### src/hw/rtl/itb_pkg.sv
`timescale 1ns / 1ps

package itb_pkg;

  // Fixed data formats
  localparam logic [16:0] BIN_MAX         = 17'h1FFFF;
  localparam logic [7:0]  START_THRESHOLD = 8'd127;

  // Input command codes
  localparam logic CMD_ANALYSE = 1'b0;
  localparam logic CMD_APPLY   = 1'b1;

  // Result kind codes
  localparam logic KIND_PIXEL  = 1'b0;
  localparam logic KIND_REPORT = 1'b1;

  // Controller to datapath commands
  typedef struct packed {
    logic       take;         // analyse beat accepted this cycle
    logic       apply;        // apply beat accepted this cycle
    logic       inc_wr;       // write back incremented bin
    logic       clr_wr;       // write zero at idx (reset sweep)
    logic       rd_issue;     // histogram read at idx feeds accumulators
    logic       rd_zero;      // clear the bin read at idx
    logic [7:0] idx;          // sweep address
    logic       acc_clr;      // clear class sums and counts
    logic       search_init;  // load the start threshold into the search
    logic       div_load_hi;  // load divider with upper class
    logic       div_load_lo;  // load divider with lower class
    logic       div_step;     // one quotient bit
    logic       next_t;       // take the new threshold
    logic       report;       // emit report, commit threshold and polarity
  } itb_cmd_t;

  // Datapath to controller status
  typedef struct packed {
    logic converged;          // new threshold equals the current one
  } itb_stat_t;

endpackage

### src/hw/rtl/itb_ctrl.sv
`timescale 1ns / 1ps

module itb_ctrl #(
  parameter int MAX_ITERATIONS = 256
) (
  input  logic             clk,
  input  logic             rst,
  input  logic             start,
  input  logic             command,
  input  logic             last,
  input  itb_pkg::itb_stat_t stat,
  output logic             busy,
  output itb_pkg::itb_cmd_t  cmd
);

  localparam int IW = $clog2(MAX_ITERATIONS + 1);

  localparam logic [3:0] S_IDLE     = 4'd0;
  localparam logic [3:0] S_CLEAR    = 4'd1;
  localparam logic [3:0] S_INC      = 4'd2;
  localparam logic [3:0] S_SCAN     = 4'd3;
  localparam logic [3:0] S_SCAN_END = 4'd4;
  localparam logic [3:0] S_LOAD_HI  = 4'd5;
  localparam logic [3:0] S_DIV_HI   = 4'd6;
  localparam logic [3:0] S_LOAD_LO  = 4'd7;
  localparam logic [3:0] S_DIV_LO   = 4'd8;
  localparam logic [3:0] S_NEXT     = 4'd9;
  localparam logic [3:0] S_POL      = 4'd10;
  localparam logic [3:0] S_POL_END  = 4'd11;
  localparam logic [3:0] S_REPORT   = 4'd12;

  logic [3:0]    state, state_next;
  logic [7:0]    idx, idx_next;
  logic [2:0]    step, step_next;
  logic [IW-1:0] iter, iter_next;
  logic          last_pend, last_pend_next;

  // Advance state and counters
  always_ff @(posedge clk) begin
    if (rst) begin
      state     <= S_CLEAR;
      idx       <= '0;
      step      <= '0;
      iter      <= '0;
      last_pend <= 1'b0;
    end else begin
      state     <= state_next;
      idx       <= idx_next;
      step      <= step_next;
      iter      <= iter_next;
      last_pend <= last_pend_next;
    end
  end

  assign busy = (state != S_IDLE);

  // Decode state into datapath commands
  always_comb begin
    state_next     = state;
    idx_next       = idx;
    step_next      = step;
    iter_next      = iter;
    last_pend_next = last_pend;
    cmd            = '0;
    cmd.idx        = idx;
    unique case (state)
      S_IDLE: begin
        if (start) begin
          if (command == itb_pkg::CMD_APPLY) begin
            cmd.apply = 1'b1;
          end else begin
            cmd.take       = 1'b1;
            last_pend_next = last;
            state_next     = S_INC;
          end
        end
      end
      S_CLEAR: begin
        cmd.clr_wr = 1'b1;
        idx_next   = idx + 8'd1;
        if (idx == 8'hFF) state_next = S_IDLE;
      end
      S_INC: begin
        cmd.inc_wr = 1'b1;
        if (last_pend) begin
          cmd.acc_clr     = 1'b1;
          cmd.search_init = 1'b1;
          idx_next        = '0;
          iter_next       = '0;
          state_next      = S_SCAN;
        end else begin
          state_next = S_IDLE;
        end
      end
      S_SCAN: begin
        cmd.rd_issue = 1'b1;
        idx_next     = idx + 8'd1;
        if (idx == 8'hFF) state_next = S_SCAN_END;
      end
      S_SCAN_END: state_next = S_LOAD_HI;
      S_LOAD_HI: begin
        cmd.div_load_hi = 1'b1;
        step_next       = '0;
        state_next      = S_DIV_HI;
      end
      S_DIV_HI: begin
        cmd.div_step = 1'b1;
        step_next    = step + 3'd1;
        if (step == 3'd7) state_next = S_LOAD_LO;
      end
      S_LOAD_LO: begin
        cmd.div_load_lo = 1'b1;
        step_next       = '0;
        state_next      = S_DIV_LO;
      end
      S_DIV_LO: begin
        cmd.div_step = 1'b1;
        step_next    = step + 3'd1;
        if (step == 3'd7) state_next = S_NEXT;
      end
      S_NEXT: begin
        cmd.next_t  = 1'b1;
        cmd.acc_clr = 1'b1;
        idx_next    = '0;
        if (stat.converged || iter == IW'(MAX_ITERATIONS - 1)) begin
          state_next = S_POL;
        end else begin
          iter_next  = iter + 1'b1;
          state_next = S_SCAN;
        end
      end
      S_POL: begin
        cmd.rd_issue = 1'b1;
        cmd.rd_zero  = 1'b1;
        idx_next     = idx + 8'd1;
        if (idx == 8'hFF) state_next = S_POL_END;
      end
      S_POL_END: state_next = S_REPORT;
      S_REPORT: begin
        cmd.report = 1'b1;
        state_next = S_IDLE;
      end
      default: state_next = S_IDLE;
    endcase
  end

endmodule

### config.mk
export PLATFORM = sky130hd
export DESIGN_NAME = itb_ctrl
export DESIGN_NICKNAME = d
export VERILOG_FILES = /design/src/hw/rtl/itb_pkg.sv /design/src/hw/rtl/itb_ctrl.sv
export SDC_FILE = /design/constraint.sdc
export NUM_CORES = 1
export LEC_CHECK = 0
export ABC_AREA = 1
export BUFFER_PORTS_ARGS = -buffer_cell sky130_fd_sc_hd__buf_2
export CORE_ASPECT_RATIO = 1.5
export CORE_MARGIN = 1
export CORE_UTILIZATION = 50
export CTS_BUF_LIST = sky130_fd_sc_hd__clkbuf_16
export CTS_CLUSTER_SIZE = 10
export DETAILED_ROUTE_END_ITERATION = 8
export PLACE_DENSITY_LB_ADDON = 0.2
export SKIP_LAST_GASP = 1
export SYNTH_ARGS = -nofsm -noshare
export SYNTH_HDL_FRONTEND = slang
export SYNTH_SLANG_ARGS = --single-unit
### constraint.sdc
create_clock -name clk -period 2 [get_ports clk]
set_input_delay 0.2 -clock clk [delete_from_list [all_inputs] [get_ports clk]]
set_output_delay 0.2 -clock clk [all_outputs]
set_load 0.01 [all_outputs]
==> impl_metrics.sql <==
INSERT INTO impl_metrics (metric_group, metric, value, unit) VALUES
('run_status', 'status', 'finished clean', ''),
('detailed_routing', 'drt_pre_antenna_iters', '4', ''),
('global_route', 'via_count_of_the_first_global_routing_pass', '1560', ''),
('power_and_ir_drop', 'p_total', '0.001822', 'W'),
('yosys', 'ys_seq_area_frac', '0.2930', ''),
('timing', 'clock.fmax', '553.5', 'MHz'),
('clock_tree', 'clockRootBuffer', 'clkbuf_16', ''),
('critical_path', 'endpoint_kind_of_the_worst_setup_timing_path', 'register', ''),
('detailed_routing', 'route.detailed.wl_per_inst', '11.71', 'um'),
('final_layout', 'layout-drive-gt1-share', '0.2413', ''),
('detailed_routing', 'first_iter_violations', '34', ''),
('critical_path', 'worstPathCellList', 'ha_2 > nand2_1 > nor3_2 > nand2_1 > nor2_1 > ha_1 > nor2_1 > nand2_2 > nand2_4 > nand2_1 > inv_1 > nor3_2', ''),
('critical_path', 'cp_slowest_cell', 'dfxtp_2', ''),
('clock_tree', 'insertion_delay', '0.27', 'ns'),
('yosys', 'synthesis.area_per_instance', '6.645', 'sq um'),
('final_layout', 'stdcell_count', '326', ''),
('timing', 'layout_worst_path_cycle_share', '0.9033', ''),
('critical_path', 'critical_path_class', 'register to register', ''),
('floorplan', 'die_area', '3658', 'sq um'),
('floorplan', 'row_count', '25', ''),
('yosys', 'synth.distinct_cells', '32', ''),
('timing', 'post-route-min-period', '1.807', 'ns'),
('detailed_routing', 'detail_route.vias_per_cell', '5.144', ''),
('final_layout', 'antenna-diode-count', '0', ''),
('clock_tree', 'clock_tree_from_tritoncts', 'yes', ''),
('final_layout', 'fin_nets', '302', ''),
('detailed_routing', 'detail_route_antenna_nets', '0', ''),
('timing', 'timing_hold_violations_final', '0', ''),
('power_and_ir_drop', 'p_per_area', '921.7', 'nW/um^2'),
('floorplan', 'effective_utilization_at_floorplan', '0.5353', ''),
('global_route', 'grt_max_degree', '16', ''),
('critical_path', 'worstPathMaxFanout', '11', ''),
('timing', 'relSlewSlack', '0.6621', ''),
('critical_path', 'worst_path_largest_cell_delay', '0.35', 'ns'),
('critical_path', 'required', '2.19', 'ns'),
('timing', 'max_slew.worst_pin.slew', '0.5061', 'ns'),
('floorplan', 'die_height', '73.58', 'um'),
('global_route', 'grt_use_total', '0.2273', ''),
('power_and_ir_drop', 'worst_ir_drop_vdd', '0.0007012', 'V'),
('yosys', 'netlist_top_cells_area', 'dfxtp_1 (29%), nand2_1 (14%), inv_1 (7.9%)', ''),
('yosys', 'number_of_cells_produced_by_synthesis', '257', ''),
('placed_design', 'port-buffer-count', '27', ''),
('critical_path', 'critical_path.startpoint_type', 'register', ''),
('flow_run', 'cap_viol_max_count', '0', ''),
('min_path', 'worst_hold_path_type', 'primary input to register', ''),
('global_route', 'congestion_overflow_gr', '0', ''),
('detailed_routing', 'drt_drc_violations_left', '0', ''),
('clock_tree', 'postCtsHoldBufs', '0', ''),
('yosys', 'synthDominantAreaCellType', 'dfxtp_1', ''),
('timing', 'final.hold.worst_slack', '0.1691', 'ns'),
('yosys', 'synth_seq_cells', '25', ''),
('final_layout', 'most-common-layout-cells', 'nand2_1 (64), inv_1 (36), buf_2 (27), nor2_1 (25), a21oi_1 (24)', ''),
('final_layout', 'areaGrowthSynthToFinish', '15.75', '%'),
('timing', 'finalMaxSlewViolations', '0', ''),
('timing', 'setup_viol', '0', ''),
('clock_tree', 'cts.sink_count', '25', ''),
('critical_path', 'path_common_cell', 'nand2_1', ''),
('floorplan', 'die-width', '49.72', 'um'),
('timing', 'timing.clock.skew', '0.006198', 'ns'),
('final_layout', 'final_common_cell', 'nand2_1', ''),
('clock_tree', 'cts_buffers', '3', ''),
('clock_tree', 'cts-root-to-sink-buffers', '2', ''),
('yosys', 'synth_nets', '272', ''),
('placed_design', 'gp_routability_congestion', '0.8727', ''),
('power_and_ir_drop', 'leakagePower', '1.008', 'nW'),
('placed_design', 'numPlacedInstances', '321', ''),
('detailed_routing', 'finalWirelength', '3.816', 'mm'),
('detailed_routing', 'num_vias', '1677', ''),
('placed_design', 'dp_hpwl', '2.795', 'mm'),
('clock_tree', 'cts_max_level', '1', ''),
('global_route', 'wire_length_of_the_first_global_routing_pass', '6.403', 'mm'),
('critical_path', 'worst_ep_arrival_time', '2.00', 'ns'),
('yosys', 'yosys_warnings', '0', ''),
('yosys', 'yosysTopAreaCellShare', '0.2930', ''),
('floorplan', 'core_area', '3191', 'sq um'),
('yosys', 'syn-cell-area', '1708', 'sq um'),
('clock_tree', 'clkSlewWorstSetupHoldPaths', '0.07', 'ns'),
('global_route', 'initial_antenna_violation_count', '0', ''),
('floorplan', 'ioPinCount', '28', '');
## worst paths after layout
| path | from | end | slack [ns] | depth (start not counted) |
|---|---|---|---|---|
| max | iter[0]$_SDFFE_PP0P_ | iter[2]$_SDFFE_PP0P_ | 0.19 | 12 |
| min | last | last_pend$_SDFFE_PP0P_ | 0.17 | 3 |
| max reg2reg | iter[0]$_SDFFE_PP0P_ | iter[2]$_SDFFE_PP0P_ | 0.19 | 12 |
| min reg2reg | iter[0]$_SDFFE_PP0P_ | iter[0]$_SDFFE_PP0P_ | 0.45 | 1 |
## synth_stat cells
library cell / count
nand2_1: 64
inv_1: 36
dfxtp_1: 25
nor2_1: 25
a21oi_1: 24
nand3_1: 17
ha_1: 9
nand2_2: 8
inv_2: 7
nand4_1: 5
nor3_1: 5
o21ai_0: 5
buf_6: 3
nand2_4: 2
nand3_2: 2
nor2_4: 2
o21ai_1: 2
o21ai_2: 2
a21o_1: 1
a21oi_2: 1
and3_1: 1
buf_1: 1
clkbuf_1: 1
inv_4: 1
nand2_8: 1
nand3b_1: 1
nand4_4: 1
nor2_2: 1
nor2_8: 1
nor3_2: 1
o22ai_1: 1
xnor2_1: 1
## repair_timing
action,in CTS,in global routing
gates resized for setup,0,6
setup endpoints to repair,0,11
buffers inserted,0,1
## sequential cells by signal, indices dropped and copies added (netlist names)
name,count
idx,8
iter,9
last_pend,1
state,4
step,3
## per-stage QoR
| stage | worst slack, ns | utilization | setup TNS [ns] | area (sq um) |
|---|---|---|---|---|
| after floorplan | 0.2579 | - | 0 | 1708 |
| after global placement | 0.1567 | 0.5851 | 0 | 1867 |
| after detailed placement | 0.06940 | 0.5851 | 0 | 1867 |
| after CTS | 0.03680 | 0.6110 | 0 | 1949 |
| after global routing | -0.01080 | 0.6196 | -0.02589 | 1977 |
| final | 0.1935 | 0.6196 | 0 | 1977 |
## worst max-delay path: cells and delay by family (launching register included)
family | cells | cell delay, ns
DFF | 1 | 0.35
and+or+nand+nor | 9 | 1.00
adders and majority gates | 2 | 0.33
buffers and inverters | 1 | 0.07
## kinds of logic after synthesis
family	after synthesis	share of synthesized area
simple gates	137	0.3993
buf+inv	49	0.1223
compound gates	36	0.1143
flops	25	0.2930
fa+ha+maj	9	0.06594
xor+xnor	1	0.005129
## routing by layer
metal | track usage | share of wire | vias to the layer above
met4 | 0.1460 | 0.036 | 0
met2 | 0.4159 | 0.52 | 46
li1 | - | - | 870
met3 | 0.03313 | 0.036 | 14
met5 | 0 | 0 | -
met1 | 0.2383 | 0.41 | 747
## power breakdown
group	switching, W	internal, W
registers	0.0000671	0.000538
clock network	0.000193	0.000272
logic	0.000522	0.000229
## layout make-up
class / instances / area (sq um)
Fill cell: 315 / 1214
Inverter: 44 / 167.7
Tap cell: 40 / 50.05
Clock buffer: 3 / 75.07
Multi-Input combinational cell: 183 / 1016
Timing Repair Buffer: 30 / 157.7
Sequential cell: 25 / 503.0
Clock inverter: 1 / 7.507
No activity file was read; power rests on OpenSTA's default activity.
